[config.mk]
export PLATFORM = sky130hd
export DESIGN_NAME = telemetry_batch_stream_parser_unit
export DESIGN_NICKNAME = d
export VERILOG_FILES = /design/src/rtl/tbsp_pkg.sv /design/src/rtl/tbsp_cfg.sv /design/src/rtl/tbsp_core.sv /design/src/rtl/tbsp_out.sv /design/src/rtl/telemetry_batch_stream_parser_unit.sv
export SDC_FILE = /design/constraint.sdc
export NUM_CORES = 1
export LEC_CHECK = 0
export ABC_AREA = 1
export BUFFER_PORTS_ARGS = -buffer_cell sky130_fd_sc_hd__buf_2
export CAP_MARGIN = 20
export CORE_MARGIN = 8
export CORE_UTILIZATION = 45
export DETAILED_ROUTE_END_ITERATION = 6
export GPL_TIMING_DRIVEN = 1
export PLACE_DENSITY = 0.71
export SLEW_MARGIN = 40
export SYNTH_ARGS = -nofsm -noshare
export SYNTH_HDL_FRONTEND = slang
export SYNTH_SLANG_ARGS = --single-unit
[constraint.sdc]
create_clock -name clk_i -period 4.8 [get_ports clk_i]
set_clock_uncertainty 0.1 [all_clocks]
set_input_delay 0.96 -clock clk_i [delete_from_list [all_inputs] [get_ports clk_i]]
set_output_delay 0.96 -clock clk_i [all_outputs]
set_load 0.02 [all_outputs]
[src/rtl/tbsp_pkg.sv]
// Shared codes, constants and types of the telemetry batch stream parser.
package tbsp_pkg;

  // parser phases, also used as byte roles
  localparam logic [3:0] PH_MAGIC   = 4'd0;
  localparam logic [3:0] PH_SCHEMA  = 4'd1;
  localparam logic [3:0] PH_COUNT   = 4'd2;
  localparam logic [3:0] PH_TYPE    = 4'd3;
  localparam logic [3:0] PH_NAMELEN = 4'd4;
  localparam logic [3:0] PH_NAME    = 4'd5;
  localparam logic [3:0] PH_VALLEN  = 4'd6;
  localparam logic [3:0] PH_VALUE   = 4'd7;
  localparam logic [3:0] PH_IGNORE  = 4'd8;

  // status codes
  localparam logic [2:0] ST_RUN   = 3'd0;
  localparam logic [2:0] ST_OK    = 3'd1;
  localparam logic [2:0] ST_MAGIC = 3'd2;
  localparam logic [2:0] ST_SHORT = 3'd3;
  localparam logic [2:0] ST_LIMIT = 3'd4;

  localparam logic [31:0] MAGIC_WORD       = 32'h4D4C_5449;  // "ITLM", little endian
  localparam logic [15:0] MAX_POINTS_RESET = 16'd2048;
  localparam logic [3:0]  HEADER_BYTES     = 4'd8;

  // register indexes on the configuration port
  localparam logic REG_MAX_POINTS = 1'b0;

  typedef struct packed {
    logic [3:0]  byte_role;
    logic [7:0]  byte_out;
    logic [15:0] point_index;
    logic [31:0] field_value;
    logic        field_done;
    logic [2:0]  status;
  } res_t;

  function automatic logic [7:0] magic_byte(input logic [1:0] pos);
    logic [7:0] b;
    case (pos)
      2'd0:    b = MAGIC_WORD[7:0];
      2'd1:    b = MAGIC_WORD[15:8];
      2'd2:    b = MAGIC_WORD[23:16];
      default: b = MAGIC_WORD[31:24];
    endcase
    return b;
  endfunction

endpackage

[src/rtl/tbsp_cfg.sv]
// APB-style register file holding the point count limit.
module tbsp_cfg (
  input  logic        clk_i,
  input  logic        rst_ni,
  input  logic        psel,
  input  logic        penable,
  input  logic        pwrite,
  input  logic [2:0]  paddr,
  input  logic [31:0] pwdata,
  output logic [31:0] prdata,
  output logic        pready,
  output logic [15:0] max_points_o
);
  import tbsp_pkg::*;

  logic [15:0] max_points_q;
  logic        reg_hit;
  logic        wr_en;

  assign reg_hit = (paddr[2] == REG_MAX_POINTS);
  assign wr_en   = psel & penable & pwrite & pready & reg_hit;
  assign pready  = 1'b1;

  always_ff @(posedge clk_i or negedge rst_ni) begin
    if (!rst_ni) begin
      max_points_q <= MAX_POINTS_RESET;
    end else if (wr_en) begin
      max_points_q <= pwdata[15:0];
    end
  end

  // low two address bits select bytes within the word and are not decoded
  assign prdata       = reg_hit ? {16'd0, max_points_q} : 32'd0;
  assign max_points_o = max_points_q;

endmodule

[src/rtl/tbsp_core.sv]
// Input register and one-step message parser state machine.
module tbsp_core (
  input  logic               clk_i,
  input  logic               rst_ni,
  input  logic               in_valid_i,
  output logic               in_stall_o,
  input  logic [7:0]         byte_in_i,
  input  logic               end_of_message_i,
  input  logic [15:0]        max_points_i,
  output logic               res_valid_o,
  input  logic               res_take_i,
  output tbsp_pkg::res_t     res_o
);
  import tbsp_pkg::*;

  // input register
  logic       in_valid_q;
  logic [7:0] byte_q;
  logic       eom_q;
  logic       adv;
  logic       in_load;

  // message state
  logic [3:0]  phase_q,   phase_d;
  logic [1:0]  pos_q,     pos_d;
  logic [31:0] acc_q,     acc_d;
  logic [31:0] rem_q,     rem_d;
  logic [15:0] total_q,   total_d;
  logic [15:0] cur_q,     cur_d;
  logic [2:0]  err_q,     err_d;
  logic [3:0]  len_q,     len_d;

  logic [31:0] acc_cur;
  logic [31:0] rem_dec;
  logic [15:0] cur_inc;
  logic [3:0]  len_inc;
  logic        last2;
  logic        last4;
  res_t        res;

  assign adv        = in_valid_q & res_take_i;
  assign in_load    = ~in_valid_q | adv;
  assign in_stall_o = ~in_load;

  always_ff @(posedge clk_i or negedge rst_ni) begin
    if (!rst_ni) begin
      in_valid_q <= 1'b0;
    end else if (in_load) begin
      in_valid_q <= in_valid_i;
    end
  end

  always_ff @(posedge clk_i) begin
    if (in_load && in_valid_i) begin
      byte_q <= byte_in_i;
      eom_q  <= end_of_message_i;
    end
  end

  assign acc_cur = acc_q | ({24'd0, byte_q} << {pos_q, 3'b000});
  assign rem_dec = rem_q - 32'd1;
  assign cur_inc = cur_q + 16'd1;
  assign len_inc = (len_q < HEADER_BYTES) ? len_q + 4'd1 : len_q;
  assign last2   = (pos_q != 2'd0);
  assign last4   = (pos_q == 2'd3);

  always_comb begin
    phase_d = phase_q;
    pos_d   = pos_q;
    acc_d   = acc_q;
    rem_d   = rem_q;
    total_d = total_q;
    cur_d   = cur_q;
    err_d   = err_q;
    len_d   = len_inc;

    res.byte_role   = PH_IGNORE;
    res.byte_out    = byte_q;
    res.point_index = 16'd0;
    res.field_value = 32'd0;
    res.field_done  = 1'b0;
    res.status      = ST_RUN;

    case (phase_q)
      PH_MAGIC: begin
        res.byte_role = PH_MAGIC;
        if (byte_q != magic_byte(pos_q)) begin
          err_d   = ST_MAGIC;
          phase_d = PH_IGNORE;
        end else if (last4) begin
          res.field_done  = 1'b1;
          res.field_value = acc_cur;
          acc_d   = 32'd0;
          pos_d   = 2'd0;
          phase_d = PH_SCHEMA;
        end else begin
          acc_d = acc_cur;
          pos_d = pos_q + 2'd1;
        end
      end
      PH_SCHEMA: begin
        res.byte_role = PH_SCHEMA;
        if (last2) begin
          res.field_done  = 1'b1;
          res.field_value = acc_cur;
          acc_d   = 32'd0;
          pos_d   = 2'd0;
          phase_d = PH_COUNT;
        end else begin
          acc_d = acc_cur;
          pos_d = pos_q + 2'd1;
        end
      end
      PH_COUNT: begin
        res.byte_role = PH_COUNT;
        if (last2) begin
          res.field_done  = 1'b1;
          res.field_value = acc_cur;
          acc_d   = 32'd0;
          pos_d   = 2'd0;
          total_d = acc_cur[15:0];
          cur_d   = 16'd0;
          if (acc_cur[15:0] > max_points_i) begin
            err_d   = ST_LIMIT;
            phase_d = PH_IGNORE;
          end else begin
            phase_d = (acc_cur[15:0] == 16'd0) ? PH_IGNORE : PH_TYPE;
          end
        end else begin
          acc_d = acc_cur;
          pos_d = pos_q + 2'd1;
        end
      end
      PH_TYPE: begin
        res.byte_role   = PH_TYPE;
        res.point_index = cur_q;
        res.field_done  = 1'b1;
        res.field_value = {24'd0, byte_q};
        phase_d = PH_NAMELEN;
      end
      PH_NAMELEN: begin
        res.byte_role   = PH_NAMELEN;
        res.point_index = cur_q;
        if (last2) begin
          res.field_done  = 1'b1;
          res.field_value = acc_cur;
          acc_d   = 32'd0;
          pos_d   = 2'd0;
          rem_d   = acc_cur;
          phase_d = (acc_cur == 32'd0) ? PH_VALLEN : PH_NAME;
        end else begin
          acc_d = acc_cur;
          pos_d = pos_q + 2'd1;
        end
      end
      PH_NAME: begin
        res.byte_role   = PH_NAME;
        res.point_index = cur_q;
        rem_d = rem_dec;
        if (rem_dec == 32'd0) begin
          phase_d = PH_VALLEN;
        end
      end
      PH_VALLEN: begin
        res.byte_role   = PH_VALLEN;
        res.point_index = cur_q;
        if (last4) begin
          res.field_done  = 1'b1;
          res.field_value = acc_cur;
          acc_d = 32'd0;
          pos_d = 2'd0;
          rem_d = acc_cur;
          if (acc_cur == 32'd0) begin
            cur_d   = cur_inc;
            phase_d = (cur_inc >= total_q) ? PH_IGNORE : PH_TYPE;
          end else begin
            phase_d = PH_VALUE;
          end
        end else begin
          acc_d = acc_cur;
          pos_d = pos_q + 2'd1;
        end
      end
      PH_VALUE: begin
        res.byte_role   = PH_VALUE;
        res.point_index = cur_q;
        rem_d = rem_dec;
        if (rem_dec == 32'd0) begin
          cur_d   = cur_inc;
          phase_d = (cur_inc >= total_q) ? PH_IGNORE : PH_TYPE;
        end
      end
      default: begin
        res.byte_role = PH_IGNORE;
        phase_d       = PH_IGNORE;
      end
    endcase

    if (err_d != ST_RUN) begin
      res.status = err_d;
    end else if (!eom_q) begin
      res.status = ST_RUN;
    end else if (phase_d == PH_IGNORE) begin
      res.status = ST_OK;
    end else if (len_inc < HEADER_BYTES) begin
      res.status = ST_MAGIC;
    end else begin
      res.status = ST_SHORT;
    end

    // final byte returns the message state to its idle values
    if (eom_q) begin
      phase_d = PH_MAGIC;
      pos_d   = 2'd0;
      acc_d   = 32'd0;
      rem_d   = 32'd0;
      total_d = 16'd0;
      cur_d   = 16'd0;
      err_d   = ST_RUN;
      len_d   = 4'd0;
    end
  end

  always_ff @(posedge clk_i or negedge rst_ni) begin
    if (!rst_ni) begin
      phase_q <= PH_MAGIC;
      pos_q   <= 2'd0;
      acc_q   <= 32'd0;
      rem_q   <= 32'd0;
      total_q <= 16'd0;
      cur_q   <= 16'd0;
      err_q   <= ST_RUN;
      len_q   <= 4'd0;
    end else if (adv) begin
      phase_q <= phase_d;
      pos_q   <= pos_d;
      acc_q   <= acc_d;
      rem_q   <= rem_d;
      total_q <= total_d;
      cur_q   <= cur_d;
      err_q   <= err_d;
      len_q   <= len_d;
    end
  end

  assign res_valid_o = in_valid_q;
  assign res_o       = res;

  a_len_sat: assert property (@(posedge clk_i) disable iff (!rst_ni)
    len_q <= HEADER_BYTES)
    else $error("byte count above header size");

  a_eom_clears: assert property (@(posedge clk_i) disable iff (!rst_ni)
    adv && eom_q |=> phase_q == PH_MAGIC && len_q == 4'd0 && err_q == ST_RUN)
    else $error("message state not cleared after final byte");

  a_rem_nonzero: assert property (@(posedge clk_i) disable iff (!rst_ni)
    (phase_q == PH_NAME || phase_q == PH_VALUE) |-> rem_q != 32'd0)
    else $error("payload phase with nothing left to read");

  a_point_range: assert property (@(posedge clk_i) disable iff (!rst_ni)
    (phase_q == PH_TYPE || phase_q == PH_NAMELEN || phase_q == PH_NAME ||
     phase_q == PH_VALLEN || phase_q == PH_VALUE) |-> cur_q < total_q)
    else $error("point index beyond point count");

endmodule

[src/rtl/tbsp_out.sv]
// Output register stage for parsed byte results.
module tbsp_out (
  input  logic            clk_i,
  input  logic            rst_ni,
  input  logic            res_valid_i,
  output logic            res_take_o,
  input  tbsp_pkg::res_t  res_i,
  output logic            out_valid_o,
  input  logic            out_stall_i,
  output tbsp_pkg::res_t  out_o
);
  import tbsp_pkg::*;

  logic out_valid_q;
  res_t out_q;
  logic load;

  assign load       = ~out_valid_q | ~out_stall_i;
  assign res_take_o = load;

  always_ff @(posedge clk_i or negedge rst_ni) begin
    if (!rst_ni) begin
      out_valid_q <= 1'b0;
    end else if (load) begin
      out_valid_q <= res_valid_i;
    end
  end

  always_ff @(posedge clk_i) begin
    if (load && res_valid_i) begin
      out_q <= res_i;
    end
  end

  assign out_valid_o = out_valid_q;
  assign out_o       = out_q;

endmodule

[src/rtl/telemetry_batch_stream_parser_unit.sv]
// Top level of the telemetry batch stream parser.
// Parses one message byte per clock cycle while out_stall_i does not hold the
// output: the byte is registered, the parser state machine takes one step on it
// and the tagged result is registered at the output. Each byte comes out with
// its role, point index, any completed little-endian field and the message
// status; end_of_message_i on the final byte returns the parser to its idle
// state for the next message. The point count limit (max_points, reset 2048)
// sits at address 0 of the APB-style port and should be written only while no
// message bytes are in flight.
module telemetry_batch_stream_parser_unit (
  input  logic        clk_i,
  input  logic        rst_ni,
  input  logic        psel,
  input  logic        penable,
  input  logic        pwrite,
  input  logic [2:0]  paddr,
  input  logic [31:0] pwdata,
  output logic [31:0] prdata,
  output logic        pready,
  input  logic        in_valid_i,
  output logic        in_stall_o,
  input  logic [7:0]  byte_in_i,
  input  logic        end_of_message_i,
  output logic        out_valid_o,
  input  logic        out_stall_i,
  output logic [3:0]  byte_role_o,
  output logic [7:0]  byte_out_o,
  output logic [15:0] point_index_o,
  output logic [31:0] field_value_o,
  output logic        field_done_o,
  output logic [2:0]  status_o
);
  import tbsp_pkg::*;

  logic [15:0] max_points;
  logic        res_valid;
  logic        res_take;
  res_t        res;
  res_t        out_res;

  tbsp_cfg u_cfg (
    .clk_i        (clk_i),
    .rst_ni       (rst_ni),
    .psel         (psel),
    .penable      (penable),
    .pwrite       (pwrite),
    .paddr        (paddr),
    .pwdata       (pwdata),
    .prdata       (prdata),
    .pready       (pready),
    .max_points_o (max_points)
  );

  tbsp_core u_core (
    .clk_i            (clk_i),
    .rst_ni           (rst_ni),
    .in_valid_i       (in_valid_i),
    .in_stall_o       (in_stall_o),
    .byte_in_i        (byte_in_i),
    .end_of_message_i (end_of_message_i),
    .max_points_i     (max_points),
    .res_valid_o      (res_valid),
    .res_take_i       (res_take),
    .res_o            (res)
  );

  tbsp_out u_out (
    .clk_i       (clk_i),
    .rst_ni      (rst_ni),
    .res_valid_i (res_valid),
    .res_take_o  (res_take),
    .res_i       (res),
    .out_valid_o (out_valid_o),
    .out_stall_i (out_stall_i),
    .out_o       (out_res)
  );

  assign byte_role_o   = out_res.byte_role;
  assign byte_out_o    = out_res.byte_out;
  assign point_index_o = out_res.point_index;
  assign field_value_o = out_res.field_value;
  assign field_done_o  = out_res.field_done;
  assign status_o      = out_res.status;

endmodule
### Word-level counts from Yosys, hierarchy flattened

Cells that the tools add are included.

| storage, ports and cells | value |
|---|---|
| flip-flop bits (word level) | 200 |
| latch bits | 0 |
| bits in writable memories | 0 |
| bits in read-only memories | 0 |
| bits of input ports | 51 |
| logic and storage cells | 136 |
| memories | 0 |

| cells by class | value |
|---|---|
| $add $sub $neg | 4 |
| $mul | 0 |
| divide/modulo/power cells | 0 |
| $lt $le $gt $ge | 4 |
| eq/ne operators | 18 |
| shift operators | 1 |
| muxes and demuxes | 57 |
| bitwise operators | 12 |
| reduce and logical (&&, ||, !) cells | 21 |

Operators with widths:

| kind | count |
|---|---|
| $mux W32 | 7 |
| $pmux W32 S3 | 2 |
| $mux W16 | 9 |
| $pmux W33 S4 | 1 |
| $mux W33 | 3 |
| $logic_not A32 Y1 | 2 |
| $pmux W4 S8 | 2 |
| $mux W4 | 15 |
| $pmux W16 S3 | 1 |
| $or A32 B32 Y32 | 1 |
| $shl A8 B5 Y32 | 1 |
| $sub A32 B1 Y32 const B | 1 |
| $mux W3 | 7 |
| $add A16 B1 Y16 const B | 1 |
| $eq A4 B3 Y1 const B | 4 |
| $ge A16 B16 Y1 | 1 |
| $gt A16 B16 Y1 | 1 |
| $logic_not A16 Y1 | 1 |
| $ne A3 B1 Y1 const B | 5 |
| $pmux W5 S3 | 1 |
| $reduce_bool A4 Y1 | 3 |
| $mux W2 | 5 |
| $eq A4 B2 Y1 const B | 2 |
| $lt A4 B4 Y1 const B | 2 |
| other kinds (26) | 39 |

### Depth between registers and ports, before layout

| logic depth | value |
|---|---|
| depth in word-level cells | 11 |
| depth in mapped cells | 25 |
| mapped depth without buffers | 25 |

### Modules after synthesis

Synthesis repeated with hierarchy kept, for this count alone.

| second synthesis, totals | value |
|---|---|
| cells, all modules | 1,483 |
| area total of the unflattened synthesis | 11,626.2 um^2 |

By module, submodules not included:

| module | times used | cells an instance | area an instance (um^2) | sequential area each (um^2) |
|---|---|---|---|---|
| tbsp_core | 1 | 1,289 | 8,723.4 | 3,022.9 |
| tbsp_out | 1 | 69 | 1,963.1 | 1,946.9 |
| tbsp_cfg | 1 | 125 | 939.7 | 401.6 |

### Worst setup path after synthesis

Ideal clock, no wire load.

| timing path | value |
|---|---|
| kind | input port to flip-flop |
| from | input port out_stall_i |
| to | register u_core.acc_q[22] |
| data arrival time | 4.683 ns |
| required time | 4.618 ns |
| path slack | -0.066 ns |
| stages | 8 |
| cells stage by stage | nand2_1 -> inv_1 -> nor2_2 -> clkinv_1 -> nor2_1 -> nand3_1 -> buf_2 -> o22ai_1 |

| on the way | value |
|---|---|
| longest elaborated chain between the ends | 4 |

Ends and longest elaborated chain:

| item | line | source |
|---|---|---|
| start, declared | telemetry_batch_stream_parser_unit.sv:25 | `input logic out_stall_i,` |
| $not A1 Y1 | tbsp_out.sv:18 | `assign load = ~out_valid_q \| ~out_stall_i;` |
| $or A1 B1 Y1 | tbsp_out.sv:18 |  |
| $and A1 B1 Y1 | tbsp_core.sv:41 | `assign adv = in_valid_q & res_take_i;` |
| named net u_core.adv | tbsp_core.sv:20 | `logic adv;` |
| $reduce_and A3 Y1 (no line) | -- |  |
| end signal, assigned | tbsp_core.sv:228 | `acc_q <= 32'd0;` |
| end signal, assigned | tbsp_core.sv:237 | `acc_q <= acc_d;` |
| end, declared | tbsp_core.sv:26 | `logic [31:0] acc_q, acc_d;` |

The timed path passes the listed nets, and every way through them passes these cells.
A chain may end at the register's enable or synchronous reset.

==> flow_summary.json <==
{
  "synthAdderAreaFrac_pct": 4.50,
  "final-seq-area_mm2": 0.00537,
  "relSlewSlack_pct": 45.0,
  "clock-sinks": 200,
  "power.leakage_uw": 0.00632,
  "ys_top_cells_by_area": "dfrtp_1 28%, edfxtp_1 19%, nand2_1 9.4%",
  "status": "finished clean",
  "period_needed_ns": 4.21,
  "synthMuxAreaShare_pct": 0,
  "cts-resized-gates": 0,
  "place_congestion": 0.918,
  "postCtsSetupBuffers": 0,
  "syn_area_mm2": 0.0114,
  "area_growth_pct": 12.8,
  "ys_warn_count": 0,
  "multi_input_area_mm2": 0.00499,
  "n_fill_cell": 2385,
  "cp-start-kind": "register",
  "synth.top_cell.area_share_pct": 27.6,
  "yosysSeqAreaShare_pct": 47.1,
  "p_per_area_mw_per_mm2": 512,
  "cts_buffer_depth": 2,
  "synth_common_cells": "286 x nand2_1, 273 x nor2_1, 203 x inv_1",
  "finalSetupTns_ns": 0,
  "holdBufCountCts": 0,
  "synth_xor_area_share_pct": 0.844,
  "power_uw": 6590,
  "ys_types": 44,
  "ys_ff_latch": 200,
  "setup_slack_ns": 0.590,
  "numPortBuffers": 114,
  "post-route-period-util_pct": 87.7,
  "fmax_ghz": 0.238,
  "io_pins": 150,
  "cts_tree": "yes",
  "wl_per_cell_um": 16.9,
  "yosys.area_share.simple_pct": 27.7,
  "coreArea_mm2": 0.0250,
  "grt_max_degree": 76,
  "clkLatencyLatePin_ns": 0.44,
  "final_hold_viol_count": 0,
  "setup_violations": 0,
  "cp_max_fo": 5,
  "grt_pass1_vias": 10000,
  "rows": 58,
  "synth_edf_count": 73,
  "grt_pass1_wl_mm": 52.3,
  "track_usage_pct": 21.1,
  "cp-end-kind": "register",
  "antennaDiodeCount": 0,
  "cp.arrival_ns": 4.29,
  "synthFlopType": "dfrtp_1",
  "rsz0062_at_grt": "no",
  "avgSynthCellArea_um2": 7.77,
  "critPathKind": "register to register",
  "drive_above_1_share_pct": 12.9,
  "dieArea_mm2": 0.0307,
  "ant_nets": 0,
  "wl_mm": 32.3,
  "htreeDepth": 4,
  "maxCapViolations": 0,
  "peakVddDrop_mv": 0.241,
  "antenna_found_initial": 0,
  "syn_inst": 1468,
  "dr.pass1.iters": 5,
  "hp-class": "register to register",
  "tightest_slew_ns": 0.825,
  "dp_slack_ns": 0.734,
  "die_h_um": 175,
  "synthArstFlopShare_pct": 63.5,
  "via_per_inst": 5.34,
  "yosysMostFrequentCell": "nand2_1",
  "synth_top_area_cell": "dfrtp_1",
  "overflow": 0,
  "vias": 10200,
  "final_nets": 1661,
  "drt_iter0_markers": 906,
  "crit_required_ns": 4.88,
  "cts-buffers-inserted": 17,
  "synth_top_family_by_area": "simple AND/OR/NAND/NOR gates",
  "drv_slew": 0,
  "hpwl_mm": 23.4,
  "drc": 0,
  "initial_core_util_pct": 45.6,
  "chipWidth_um": 175,
  "path_clk_slew_ns": 0.07,
  "root_buffer": "clkbuf_16",
  "synth_compound_area_share_pct": 9.77
}
==> per-stage QoR <==
step	instance area (um2)	hold WS, ns	instances	util (%)
final	12900	0.387	1912	51.4
after global routing	12900	0.402	1912	51.4
after CTS	12900	0.387	1912	51.4
after detailed placement	12300	0.367	1880	49.0
after global placement	12200	0.365	1880	48.9
after floorplan	11500	0.350	1483	-
==> worst paths after layout <==
path	startpoint	end	slack (ns)	depth (start not counted)
max in group asynchronous	rst_ni	u_core.len_q[3]$_DFFE_PN0P_	3.28	2
min	u_core.acc_q[14]$_DFFE_PN0P_	u_core.acc_q[14]$_DFFE_PN0P_	0.39	2
min reg2reg	u_core.acc_q[14]$_DFFE_PN0P_	u_core.acc_q[14]$_DFFE_PN0P_	0.39	2
min in group asynchronous	rst_ni	u_cfg.max_points_o[8]$_DFFE_PN0P_	0.44	1
max	u_core.cur_q[0]$_DFFE_PN0P_	u_out.out_o[1]$_DFFE_PP_	0.59	23
max reg2reg	u_core.cur_q[0]$_DFFE_PN0P_	u_out.out_o[1]$_DFFE_PP_	0.59	23
==> placed cells by master, fill, tap and decap left out, types with 7 or more instances in the layout <==
cell type / netlist / final
nand2_1: 286 / 286
nor2_1: 273 / 271
inv_1: 203 / 203
dfrtp_1: 126 / 126
nand3_1: 120 / 120
buf_2: 10 / 113
edfxtp_1: 73 / 73
a21oi_1: 64 / 63
o21ai_0: 48 / 48
ha_1: 41 / 41
o22ai_1: 29 / 29
o32ai_1: 23 / 23
nor3_1: 21 / 20
clkbuf_16: 0 / 19
nand4_1: 18 / 18
conb_1: 2 / 17
buf_4: 21 / 15
nor2_2: 13 / 14
xor2_1: 9 / 9
inv_6: 0 / 7
==> sequential cells by signal, indices dropped and copies added, names as in the netlist <==
| signal | cells |
|---|---|
| u_cfg.max_points_o | 16 |
| u_core.acc_q | 32 |
| u_core.byte_q | 8 |
| u_core.cur_q | 16 |
| u_core.eom_q | 1 |
| u_core.err_q | 3 |
| u_core.len_q | 4 |
| u_core.phase_q | 4 |
| u_core.pos_q | 2 |
| u_core.rem_q | 32 |
| u_core.res_valid_o | 1 |
| u_core.total_q | 16 |
| u_out.out_o | 64 |
| u_out.out_valid_o | 1 |
==> cell families (layout without fill, tap and decap cells) <==
| group | count (synthesis) | count (layout) |
|---|---|---|
| other cells | 2 | 17 |
| simple gates | 750 | 750 |
| fa+ha+maj | 41 | 41 |
| xor+xnor | 11 | 11 |
| flops | 200 | 200 |
| buf+inv | 276 | 375 |
| compound gates | 188 | 188 |
==> worst max-delay path: stages (launching register included) <==
cell and delay [ns]:
dfrtp_1 0.45, ha_1 0.22, nand3_1 0.10, nor2_1 0.10, inv_1 0.08, nor2_1 0.08, nand3_1 0.14, nor2_1 0.15
nand2_1 0.08, nor2_1 0.16, nand3_1 0.13, nand2_1 0.09, inv_1 0.05, or2_2 0.26, ha_1 0.27, nand2_1 0.07
nor4_1 0.53, nand3_1 0.14, nand3_1 0.21, nand3_1 0.15, a21oi_1 0.15, nor2_1 0.07, nand2_1 0.08, o21ai_0 0.08
==> layout make-up <==
cell class | instances | share of cell area, %
Clock buffer | 19 | 3.70
Clock inverter | 13 | 0.914
Inverter | 213 | 6.23
Multi-Input combinational cell | 1007 | 38.8
Sequential cell | 200 | 41.7
Tap cell | 330 | 3.21
Timing Repair Buffer | 130 | 5.45
==> power breakdown <==
| group | switching, uW | internal [uW] |
|---|---|---|
| Clock | 718 | 749 |
| Sequential | 211 | 2060 |
| Combinational | 2000 | 845 |
==> per-layer routing <==
metal	track usage (%)	share of wire [%]	vias to the layer above
met4	6.85	2.1	0
li1	-	-	4938
met2	33.0	45	436
met5	0	0	-
met1	28.3	44	4785
met3	5.22	8.7	47
Power figures use the tool's default switching activity.
